`config.mk`:
```
export PLATFORM = sky130hd
export DESIGN_NAME = three_axis_pid_position_control
export DESIGN_NICKNAME = d
export VERILOG_FILES = /design/src/hw/rtl/tapc_pkg.sv /design/src/hw/rtl/three_axis_pid_position_control.sv /design/src/hw/rtl/tapc_term_unit.sv
export SDC_FILE = /design/constraint.sdc
export NUM_CORES = 2
export LEC_CHECK = 0
export ABC_AREA = 1
export BUFFER_PORTS_ARGS = -buffer_cell sky130_fd_sc_hd__buf_2
export CAP_MARGIN = 30
export CORE_MARGIN = 10
export CORE_UTILIZATION = 60
export DETAILED_ROUTE_END_ITERATION = 8
export PLACE_DENSITY_LB_ADDON = 0.25
export SYNTH_ARGS = -nofsm -noshare
export SYNTH_HDL_FRONTEND = slang
export SYNTH_SLANG_ARGS = --single-unit
```
`constraint.sdc`:
```
create_clock -name i_clk -period 20.9 [get_ports i_clk]
set_input_delay 4.18 -clock i_clk [delete_from_list [all_inputs] [get_ports i_clk]]
set_output_delay 4.18 -clock i_clk [all_outputs]
set_load 0.1 [all_outputs]
```
`src/hw/rtl/tapc_pkg.sv`:
```
package tapc_pkg;

    localparam int POS_BITS_DEF      = 16;
    localparam int GAIN_BITS_DEF     = 20;
    localparam int INTEGRAL_BITS_DEF = 32;

    // register indexes
    localparam logic [2:0] REG_GP_XY  = 3'd0;
    localparam logic [2:0] REG_GI_XY  = 3'd1;
    localparam logic [2:0] REG_GD_XY  = 3'd2;
    localparam logic [2:0] REG_GP_Z   = 3'd3;
    localparam logic [2:0] REG_GI_Z   = 3'd4;
    localparam logic [2:0] REG_GD_Z   = 3'd5;
    localparam logic [2:0] REG_SPEED  = 3'd6;
    localparam logic [2:0] REG_RADIUS = 3'd7;

    localparam int          TERM_SHIFT = 16;
    localparam logic [63:0] TERM_MAX   = 64'h0000_0100_0000_0000;
    localparam logic [15:0] MS_SCALE   = 16'd1000;

    // sequencer states
    typedef enum logic [2:0] {
        ST_IDLE,
        ST_MUL,
        ST_DIV,
        ST_SUM,
        ST_OUT
    } t_state;

    // one term request to the shared multiply/divide unit
    typedef struct packed {
        logic        start;
        logic [63:0] mag;
        logic [31:0] gain;
        logic [15:0] divisor;
    } t_term_req;

    typedef struct packed {
        logic        done;
        logic [63:0] result;
    } t_term_rsp;

endpackage

```
`src/hw/rtl/three_axis_pid_position_control.sv`:
```
// Three-axis PID position controller. Each accepted tick yields one result of
// clamped X/Y/Z velocity commands plus arrived and publish flags. PID terms go
// one at a time through a single shift-add multiplier and restoring divider.
// A running tick with a valid measurement runs nine terms; on the first step
// the three derivative terms are skipped. Stopped or lost-marker ticks give
// their result on the cycle after the transfer. No new tick is taken until
// the result has been transferred. Configuration writes are always taken and
// belong between ticks.
module three_axis_pid_position_control #(
    parameter int POS_BITS      = tapc_pkg::POS_BITS_DEF,
    parameter int GAIN_BITS     = tapc_pkg::GAIN_BITS_DEF,
    parameter int INTEGRAL_BITS = tapc_pkg::INTEGRAL_BITS_DEF
) (
    input  logic                        i_clk,
    input  logic                        i_rst_n,
    input  logic                        i_cfg_valid,
    output logic                        o_cfg_ready,
    input  logic [2:0]                  i_cfg_index,
    input  logic [31:0]                 i_cfg_data,
    input  logic                        i_valid,
    output logic                        o_stall,
    input  logic signed [POS_BITS-1:0]  i_meas_x,
    input  logic signed [POS_BITS-1:0]  i_meas_y,
    input  logic signed [POS_BITS-1:0]  i_meas_z,
    input  logic                        i_meas_valid,
    input  logic signed [POS_BITS-1:0]  i_goal_x,
    input  logic signed [POS_BITS-1:0]  i_goal_y,
    input  logic signed [POS_BITS-1:0]  i_goal_z,
    input  logic                        i_run_enable,
    input  logic [15:0]                 i_elapsed_ms,
    output logic                        o_valid,
    input  logic                        i_stall,
    output logic signed [15:0]          o_vel_x,
    output logic signed [15:0]          o_vel_y,
    output logic signed [15:0]          o_vel_z,
    output logic                        o_arrived,
    output logic                        o_publish
);

    localparam int EB = POS_BITS + 1;
    localparam logic signed [INTEGRAL_BITS-1:0] IMAX =
        {1'b0, {(INTEGRAL_BITS-1){1'b1}}};
    localparam logic signed [INTEGRAL_BITS-1:0] IMIN = ~IMAX;

    // configuration registers
    logic [GAIN_BITS-1:0] r_gain [6];
    logic [14:0]          r_speed;
    logic [13:0]          r_radius;

    assign o_cfg_ready = 1'b1;

    always_ff @(posedge i_clk) begin
        if (!i_rst_n) begin
            for (int k = 0; k < 6; k++) r_gain[k] <= GAIN_BITS'(655);
            r_speed  <= 15'd2048;
            r_radius <= 14'd614;
        end else if (i_cfg_valid) begin
            unique case (i_cfg_index)
                tapc_pkg::REG_SPEED:  r_speed  <= i_cfg_data[14:0];
                tapc_pkg::REG_RADIUS: r_radius <= i_cfg_data[13:0];
                default: r_gain[i_cfg_index] <= i_cfg_data[GAIN_BITS-1:0];
            endcase
        end
    end

    // controller state
    logic signed [POS_BITS-1:0]      r_held [3];
    logic signed [EB-1:0]            r_prev [3];
    logic signed [INTEGRAL_BITS-1:0] r_integ [3];
    logic                            r_first;

    // per-tick working registers
    tapc_pkg::t_state           r_state, n_state;
    tapc_pkg::t_state           n_state_f;
    logic signed [EB-1:0]       r_err [3];
    logic [15:0]                r_dt;
    logic [1:0]                 r_axis;
    logic [1:0]                 r_kind;
    logic signed [63:0]         r_cmd;
    logic signed [15:0]         r_vel [3];
    logic                       r_arr, r_pub, r_ovalid;

    tapc_pkg::t_term_req req;
    tapc_pkg::t_term_rsp rsp;

    tapc_term_unit u_term (
        .i_clk   (i_clk),
        .i_rst_n (i_rst_n),
        .i_req   (req),
        .o_rsp   (rsp)
    );

    logic accept;
    assign accept  = i_valid && !o_stall;
    assign o_stall = (r_state != tapc_pkg::ST_IDLE) || r_ovalid;

    // operand for the current term
    logic signed [66:0] opnd;
    logic               neg;
    logic [2:0]         gidx;
    always_comb begin
        unique case (r_kind)
            2'd0:    opnd = 67'(r_err[r_axis]);
            2'd1:    opnd = 67'(r_integ[r_axis]);
            default: opnd = (67'(r_err[r_axis]) - 67'(r_prev[r_axis])) * 67'sd1000;
        endcase
        neg  = opnd < 0;
        gidx = (r_axis == 2'd2) ? 3'(3 + r_kind) : 3'(r_kind);
        req.start   = (r_state == tapc_pkg::ST_MUL);
        req.mag     = neg ? 64'(-opnd) : 64'(opnd);
        req.gain    = 32'(r_gain[gidx]);
        req.divisor = (r_kind == 2'd0) ? 16'd1 :
                      (r_kind == 2'd1) ? tapc_pkg::MS_SCALE : r_dt;
        n_state = r_state;
        unique case (r_state)
            tapc_pkg::ST_IDLE: n_state = r_state;
            tapc_pkg::ST_MUL:  n_state = tapc_pkg::ST_DIV;
            tapc_pkg::ST_DIV:  if (rsp.done) n_state = tapc_pkg::ST_SUM;
            tapc_pkg::ST_SUM:  n_state = tapc_pkg::ST_MUL;
            tapc_pkg::ST_OUT:  n_state = tapc_pkg::ST_IDLE;
            default:           n_state = tapc_pkg::ST_IDLE;
        endcase
    end

    always_ff @(posedge i_clk) begin
        if (!i_rst_n) r_state <= tapc_pkg::ST_IDLE;
        else          r_state <= n_state_f;
    end

    // final state choice including tick entry and loop end
    logic last_term;
    assign last_term = (r_axis == 2'd2) && (r_kind == 2'd2 || (r_kind == 2'd1 && r_first));
    always_comb begin
        n_state_f = n_state;
        if (r_state == tapc_pkg::ST_IDLE && accept && i_run_enable && i_meas_valid)
            n_state_f = tapc_pkg::ST_MUL;
        else if (r_state == tapc_pkg::ST_SUM && last_term)
            n_state_f = tapc_pkg::ST_OUT;
    end

    logic signed [POS_BITS-1:0] hx, hy, hz;
    logic signed [INTEGRAL_BITS+EB+17:0] s_new;
    logic signed [63:0] t_signed, c_fin, lim;
    logic [EB-1:0] ax, ay, az;
    logic [15:0] dtc;

    always_comb begin
        hx = i_meas_valid ? i_meas_x : r_held[0];
        hy = i_meas_valid ? i_meas_y : r_held[1];
        hz = i_meas_valid ? i_meas_z : r_held[2];
        dtc = (i_elapsed_ms == 16'd0) ? 16'd1 : i_elapsed_ms;
        s_new = $signed(r_integ[r_axis]) + r_err[r_axis] * $signed({1'b0, r_dt});
        t_signed = neg ? -$signed(rsp.result) : $signed(rsp.result);
        c_fin = (r_axis == 2'd0) ? -(r_cmd + t_signed) : (r_cmd + t_signed);
        lim = 64'(r_speed);
        ax = r_err[0][EB-1] ? EB'(-r_err[0]) : EB'(r_err[0]);
        ay = r_err[1][EB-1] ? EB'(-r_err[1]) : EB'(r_err[1]);
        az = r_err[2][EB-1] ? EB'(-r_err[2]) : EB'(r_err[2]);
    end

    always_ff @(posedge i_clk) begin
        if (!i_rst_n) begin
            for (int k = 0; k < 3; k++) begin
                r_held[k]  <= '0;
                r_prev[k]  <= '0;
                r_integ[k] <= '0;
            end
            r_first  <= 1'b1;
            r_ovalid <= 1'b0;
        end else begin
            if (r_ovalid && !i_stall) r_ovalid <= 1'b0;
            if (accept) begin
                if (i_meas_valid) begin
                    r_held[0] <= i_meas_x;
                    r_held[1] <= i_meas_y;
                    r_held[2] <= i_meas_z;
                end
                r_err[0] <= EB'(hx) - EB'(i_goal_x);
                r_err[1] <= EB'(hy) - EB'(i_goal_y);
                r_err[2] <= EB'(hz) - EB'(i_goal_z);
                r_dt   <= dtc;
                r_axis <= 2'd0;
                r_kind <= 2'd0;
                r_cmd  <= '0;
                for (int k = 0; k < 3; k++) r_vel[k] <= '0;
                r_arr <= 1'b0;
                r_pub <= i_run_enable;
                if (!i_run_enable) begin
                    for (int k = 0; k < 3; k++) begin
                        r_prev[k]  <= '0;
                        r_integ[k] <= '0;
                    end
                    r_first  <= 1'b1;
                    r_ovalid <= 1'b1;
                end else if (!i_meas_valid) begin
                    r_prev[0] <= EB'(hx) - EB'(i_goal_x);
                    r_prev[1] <= EB'(hy) - EB'(i_goal_y);
                    r_prev[2] <= EB'(hz) - EB'(i_goal_z);
                    r_first  <= 1'b0;
                    r_ovalid <= 1'b1;
                end
            end
            // integral update before the integral term of each axis
            if (r_state == tapc_pkg::ST_MUL && r_kind == 2'd0) begin
                if (s_new > IMAX)      r_integ[r_axis] <= IMAX;
                else if (s_new < IMIN) r_integ[r_axis] <= IMIN;
                else r_integ[r_axis] <= s_new[INTEGRAL_BITS-1:0];
            end
            if (r_state == tapc_pkg::ST_SUM) begin
                if (r_kind == 2'd2 || (r_kind == 2'd1 && r_first)) begin
                    if (c_fin > lim)       r_vel[r_axis] <= 16'(lim);
                    else if (c_fin < -lim) r_vel[r_axis] <= 16'(-lim);
                    else                   r_vel[r_axis] <= c_fin[15:0];
                    r_cmd  <= '0;
                    r_kind <= 2'd0;
                    r_axis <= r_axis + 2'd1;
                end else begin
                    r_cmd  <= r_cmd + t_signed;
                    r_kind <= r_kind + 2'd1;
                end
            end
            if (r_state == tapc_pkg::ST_OUT) begin
                if (ax < EB'(r_radius) && ay < EB'(r_radius) &&
                    az < (EB'(r_radius) << 1)) begin
                    r_arr <= 1'b1;
                    for (int k = 0; k < 3; k++) r_vel[k] <= '0;
                end
                for (int k = 0; k < 3; k++) r_prev[k] <= r_err[k];
                r_first  <= 1'b0;
                r_ovalid <= 1'b1;
            end
        end
    end

    assign o_valid   = r_ovalid;
    assign o_vel_x   = r_vel[0];
    assign o_vel_y   = r_vel[1];
    assign o_vel_z   = r_vel[2];
    assign o_arrived = r_arr;
    assign o_publish = r_pub;

endmodule

```
`src/hw/rtl/tapc_term_unit.sv`:
```
// Term magnitude: min(((gain * mag) saturated at 2^64-1 / div) >> 16, 2^40).
// Multiply is shift-add, one bit a cycle; divide is restoring, one bit a cycle.
module tapc_term_unit (
    input  logic                  i_clk,
    input  logic                  i_rst_n,
    input  tapc_pkg::t_term_req   i_req,
    output tapc_pkg::t_term_rsp   o_rsp
);

    logic [1:0]  r_phase, n_phase;
    logic [6:0]  r_cnt, n_cnt;
    logic [95:0] r_prod, n_prod;
    logic [31:0] r_gain, n_gain;
    logic [63:0] r_mag, n_mag;
    logic [15:0] r_div, n_div;
    logic [63:0] r_quo, n_quo;
    logic [16:0] r_rem, n_rem;
    logic        r_done, n_done;
    logic [16:0] rem_sh;
    logic [63:0] q_sh;

    always_ff @(posedge i_clk) begin
        if (!i_rst_n) begin
            r_phase <= 2'd0;
            r_done  <= 1'b0;
        end else begin
            r_phase <= n_phase;
            r_done  <= n_done;
        end
        r_cnt  <= n_cnt;
        r_prod <= n_prod;
        r_gain <= n_gain;
        r_mag  <= n_mag;
        r_div  <= n_div;
        r_quo  <= n_quo;
        r_rem  <= n_rem;
    end

    // phase 0 idle, 1 multiply, 2 divide
    always_comb begin
        n_phase = r_phase;
        n_cnt   = r_cnt;
        n_prod  = r_prod;
        n_gain  = r_gain;
        n_mag   = r_mag;
        n_div   = r_div;
        n_quo   = r_quo;
        n_rem   = r_rem;
        n_done  = 1'b0;
        rem_sh  = {r_rem[15:0], r_quo[63]};
        q_sh    = {r_quo[62:0], 1'b0};
        unique case (r_phase)
            2'd1: begin
                if (r_gain[0]) begin
                    n_prod = r_prod + ({32'd0, r_mag} << r_cnt[4:0]);
                end
                n_gain = {1'b0, r_gain[31:1]};
                n_cnt  = r_cnt + 7'd1;
                if (r_cnt == 7'd31) begin
                    n_phase = 2'd2;
                    n_cnt   = 7'd0;
                    n_rem   = '0;
                    n_quo   = (n_prod[95:64] != 32'd0) ? '1 : n_prod[63:0];
                end
            end
            2'd2: begin
                if (rem_sh >= {1'b0, r_div}) begin
                    n_rem = rem_sh - {1'b0, r_div};
                    n_quo = {q_sh[63:1], 1'b1};
                end else begin
                    n_rem = rem_sh;
                    n_quo = q_sh;
                end
                n_cnt = r_cnt + 7'd1;
                if (r_cnt == 7'd63) begin
                    n_phase = 2'd0;
                    n_done  = 1'b1;
                end
            end
            default: begin
                if (i_req.start) begin
                    n_phase = 2'd1;
                    n_cnt   = 7'd0;
                    n_prod  = '0;
                    n_gain  = i_req.gain;
                    n_mag   = i_req.mag;
                    n_div   = i_req.divisor;
                end
            end
        endcase
    end

    always_comb begin
        logic [63:0] sh;
        sh = r_quo >> tapc_pkg::TERM_SHIFT;
        o_rsp.done   = r_done;
        o_rsp.result = (sh > tapc_pkg::TERM_MAX) ? tapc_pkg::TERM_MAX : sh;
    end

endmodule

```
* Yosys cells after proc, flatten, opt, wreduce, memory -nomap -nowiden *
Memories as Yosys holds them, arrays and structs flattened. A register that Yosys moved wholly into a read port is not among the register bits.
Cells that the tools add are included.

word-level totals
  memory bits (read-only) = 0
  register bits after elaboration = 418
  word-level logic and storage cells = 307
  memories = 6
  latch bits = 0
  output and inout bits = 53
  RAM bits = 414

memory list
  name     words  width  read ports  clocked after Yosys merged registers in  write ports  RTL line                               text
  r_gain   6      20     1           0                                        6            three_axis_pid_position_control.sv:46  logic [GAIN_BITS-1:0] r_gain [6];
  r_integ  3      32     1           1                                        3            three_axis_pid_position_control.sv:69  logic signed [INTEGRAL_BITS-1:0] r_integ [3];
  r_err    3      17     4           1                                        3            three_axis_pid_position_control.sv:75  logic signed [EB-1:0] r_err [3];
  r_prev   3      17     1           1                                        3            three_axis_pid_position_control.sv:68  logic signed [EB-1:0] r_prev [3];
  r_held   3      16     3           0                                        3            three_axis_pid_position_control.sv:67  logic signed [POS_BITS-1:0] r_held [3];
  r_vel    3      16     3           0                                        3            three_axis_pid_position_control.sv:80  logic signed [15:0] r_vel [3];

cells by class
  reduce and logical (&&, ||, !) cells = 47
  shift-type cells = 1
  bitwise operators = 26
  equality and inequality tests = 21
  add/subtract/negate cells = 19
  magnitude comparators = 10
  mux-type cells = 152
  div/mod/pow operators = 0
  multipliers = 2

operator list
  operator                                                                count
  64-bit 2-to-1 mux                                                       8
  96-bit 2-to-1 mux                                                       3
  16-bit 2-to-1 mux                                                       14
  32-bit 2-to-1 mux                                                       7
  17-bit 2-to-1 mux                                                       12
  64-bit negator                                                          3
  96-bit case mux with 2 select lines                                     1
  67-bit case mux with 2 select lines                                     1
  64-bit case mux with 2 select lines                                     1
  96-bit adder                                                            1
  64-bit by 5-bit << shifter with 96-bit output                           1
  1-bit 2-to-1 mux                                                        77
  67-bit by 1-bit < comparator with 1-bit output, second input constant   1
  64-bit adder                                                            1
  64-bit by 16-bit > comparator with 1-bit output                         1
  64-bit < comparator                                                     1
  15-bit negator with 64-bit output                                       1
  32-bit case mux with 2 select lines                                     1
  17-bit negator                                                          3
  16-bit by 16-bit subtractor with 17-bit output                          3
  48-bit by 41-bit > comparator with 1-bit output, second input constant  1
  48-bit 2-to-1 mux                                                       1
  32-bit by 34-bit adder with 35-bit output                               1
  35-bit by 32-bit > comparator with 1-bit output, second input constant  1
  49 further kinds                                                        133

* Depth between registers and ports, before layout *
  depth in word-level cells = 19
  mapped depth = 96
  mapped depth without buffers = 87

* Cells and area by module *
Synthesis repeated with hierarchy kept, for this count alone.

unflattened totals
  cell total of the unflattened synthesis = 11890
  area, all modules = 86759.5 sq um

modules (own cells, without submodules)
  module                           area an instance (sq um)  instances  cells an instance  seq. area each (sq um)
  three_axis_pid_position_control  58051.9                   1          7498               17897.2
  tapc_term_unit                   28707.5                   1          4392               8918.6

* Worst setup path after synthesis *
Ideal clock, no wire load.

  kind = reg-to-reg
  start = register with a tool-made name
  end = memory r_vel[0][5] (data pin)
  arrival time = 14.181 ns
  stages on the path, launching flop included = 89
  required time = 20.641 ns
  setup time = 0.259 ns
  buffers on the path = 11
  period minus slack after synthesis = 14.440 ns
  path slack = 6.460 ns
  cells stage by stage = dfxtp_1 -> buf_2 -> buf_2 -> clkbuf_1 -> clkbuf_1 -> buf_1 -> clkbuf_1 -> buf_1 -> clkbuf_1 -> a21oi_1 -> a21oi_1 -> ha_1 -> inv_1 -> fa_1 -> a21oi_1 -> o21bai_1 -> a21oi_1 -> nor2_1 -> (+53 left out) -> inv_1 -> ha_1 -> nand4_1 -> nor4_1 -> nor3b_1 -> nand2_1 -> nand2_1 -> nand2_1 -> nand2_1 -> nand2_1 -> nand2_1 -> nand2_1 -> nor2_2 -> nand3_2 -> buf_6 -> or2_0 -> nand2_1 -> nor2_1

RTL lines
  item              RTL line
  end: declaration  three_axis_pid_position_control.sv:80

==> results.md <==
- Initial Utilization: 0.606
- Fin. max-slew vios: 0
- Synth top cells by count: nand2_1, inv_1, nor2_1, edfxtp_1, a21oi_1
- Place WS: 3.36 ns
- Number of global-route vias before repair: 70,631
- Worst-path maximum fanout: 75
- Setup bufs post-CTS: 0
- Setup TNS: 0 ns
- Post_cts resized: 0
- CP arrival: 18.38 ns
- Synth async-reset ratio: 0
- Final WL: 253,000 µm
- Slew @ Worst Pin: 1.03 ns
- Seq cells post-synth: 894
- RSZ-0062 raised after global routing: no
- CTS root buf: clkbuf_16
- Largest stage delay, worst path: 0.71 ns
- WP data required: 21.49 ns
- Initial antenna violation count: 5
- Clock buffer depth: 3
- Worst path slowest cell: buf_4
- CTS tree: built
- HP Class: flip-flop to flip-flop
- DR vias: 73,326
- Final antenna-violating net count: 0
- Clock period minus worst slack: 17.79 ns
- Share of cells above drive strength 1: 0.0595
- Number of flops mapped to enable cells by yosys: 855
- Grt total ovfl: 0
- I/O pin count: 207
- Rows: 134
- Crit. End Element: flip-flop
- Die Height: 388 µm
- Maxcap violations: 0
- Post-synth top flop: edfxtp_1
- Cell area after synthesis: 81,100 µm²
- Clock latency on the worst-skew pair: 0.79 ns
- Top-count cell post-synth: nand2_1
- Most used cell, CP: nand2_1
- Setup Crit Path Kind: flip-flop to flip-flop
- Yosys top cell by area: edfxtp_1
- Total clock sinks: 894
- Initial DRT Pass Iterations: 7
- Die W: 388 µm
- Slew headroom: 0.313
- First-pass GRT wire length: 392,000 µm
- Skew final: 0.111 ns
- Area delta synth->final: 8.08%
- Peak Freq: 0.0562 GHz
- CTS clk-pin slew, worst paths: 0.07 ns
- Top post-synthesis cells by area: edfxtp_1, nand2_1, fa_1, inv_1, ha_1
- Gr usage total: 0.326
- Port Buffers: 193
- Routed WL per cell: 20.0 µm
- Final setup fails: 0
- Routability cong.: 0.999
- Hpwl dp: 196,000 µm
- Crit start category: flip-flop
- Initial DRC count: 8,174
- # H-tree levels: 3
- Status: finished clean
- Hold buffers post-CTS: 0
- Final worst slack: 3.11 ns
- Synth cell types: 67
- Yosys Warn Count: 0
- DIE AREA: 150,000 µm²
- Final Cycle Share: 0.851
- TritonCTS Buffers: 98
- Layout net count: 11,839
- Hold Fails Final Rpt: 0
- # DRC: 0
- Area share of the largest cell type after synthesis: 0.317
- Area of the core: 134,000 µm²
- DR vias/cell: 5.80
- Avg Cell Area, Syn: 7.59 µm²
- Seq/Total Area, Yosys: 0.326
- Syn Inst Count: 10,688
- Largest net degree at the start of global routing: 107
[per-layer routing]
layer	GRT usage	vias up	wire length, µm
met5	0	-	41
met4	0.141	6	11800
met3	0.0487	584	22100
met2	0.521	3394	114000
met1	0.441	34541	105000
li1	-	34801	-
[logic make-up after synthesis]
logic type,share of synthesized area
AO/OA/AOI/OAI,0.114
XOR/XNOR,0.0384
adder cells (fa/ha/maj),0.176
buffers and inverters,0.102
AND/OR/NAND/NOR,0.235
other,0.0000926
multiplexers,0.00716
flip-flops,0.326
[metrics by stage]
step | hold slack, ns | cells | area, µm² | util
floorplan | 0.454 | 10758 | 81300 | -
global placement | 0.491 | 12426 | 83700 | 0.626
detailed placement | 0.499 | 12444 | 84000 | 0.628
CTS | 0.509 | 12629 | 87600 | 0.655
global route | 0.537 | 12630 | 87600 | 0.655
finish | 0.517 | 12633 | 87600 | 0.655
[cell type report]
| cell class | instances | area [µm²] |
|---|---|---|
| fillers | 11699 | 46200 |
| inverters | 1809 | 6790 |
| clock buffers | 125 | 2660 |
| diodes | 3 | 7.51 |
| flip-flops and latches | 894 | 26500 |
| multi-input cells | 7682 | 46700 |
| well taps | 1768 | 2210 |
| repair buffers | 292 | 1830 |
| clock inverters | 60 | 933 |
[state kept, by name (all words and copies together) (netlist names), 20 cells and up, named ones only]
| signal | flops |
|---|---|
| r_cmd | 64 |
| r_err | 51 |
| r_gain | 160 |
| r_held | 48 |
| r_integ | 128 |
| r_prev | 51 |
| r_vel | 48 |
| u_term.r_gain | 20 |
| u_term.r_mag | 64 |
| u_term.r_prod | 96 |
| u_term.r_quo | 64 |
[critical path, delay by kind of cell, from the launching register on]
| kind | cells | cell delay, ns |
|---|---|---|
| compound gates | 19 | 3.20 |
| xor+xnor | 5 | 1.65 |
| fa+ha+maj | 9 | 3.69 |
| buf+inv | 14 | 3.29 |
| flops | 1 | 0.62 |
| simple gates | 38 | 5.08 |
[placed cells by master (no fill, tap or decap), drive strengths merged, types with 50 or more instances in the layout]
cell type,n
nand2,2413
inv,1792
nor2,1181
edfxtp,855
a21oi,701
o21ai,685
nand3,581
ha,517
fa,391
buf,292
xor2,239
nor3,138
clkbuf,125
or2,117
xnor2,116
a31oi,93
nand4,89
conb,72
mux2i,58
clkinv,52
o221ai,50
[path summary, 6_finish.rpt]
kind                           end             start  cells after the start  slack [ns]
hold reg to reg   u_term.r_gain[5]  u_term.r_gain[6]                      2        0.52
setup reg to reg      r_vel[2][15]         flip-flop                     85        3.11
setup / recovery      r_vel[2][15]         flip-flop                     85        3.11
hold / removal    u_term.r_gain[5]  u_term.r_gain[6]                      2        0.52
Power is not shown: default switching activity piles up to over one toggle a cycle in this logic, so the estimate is an artifact.
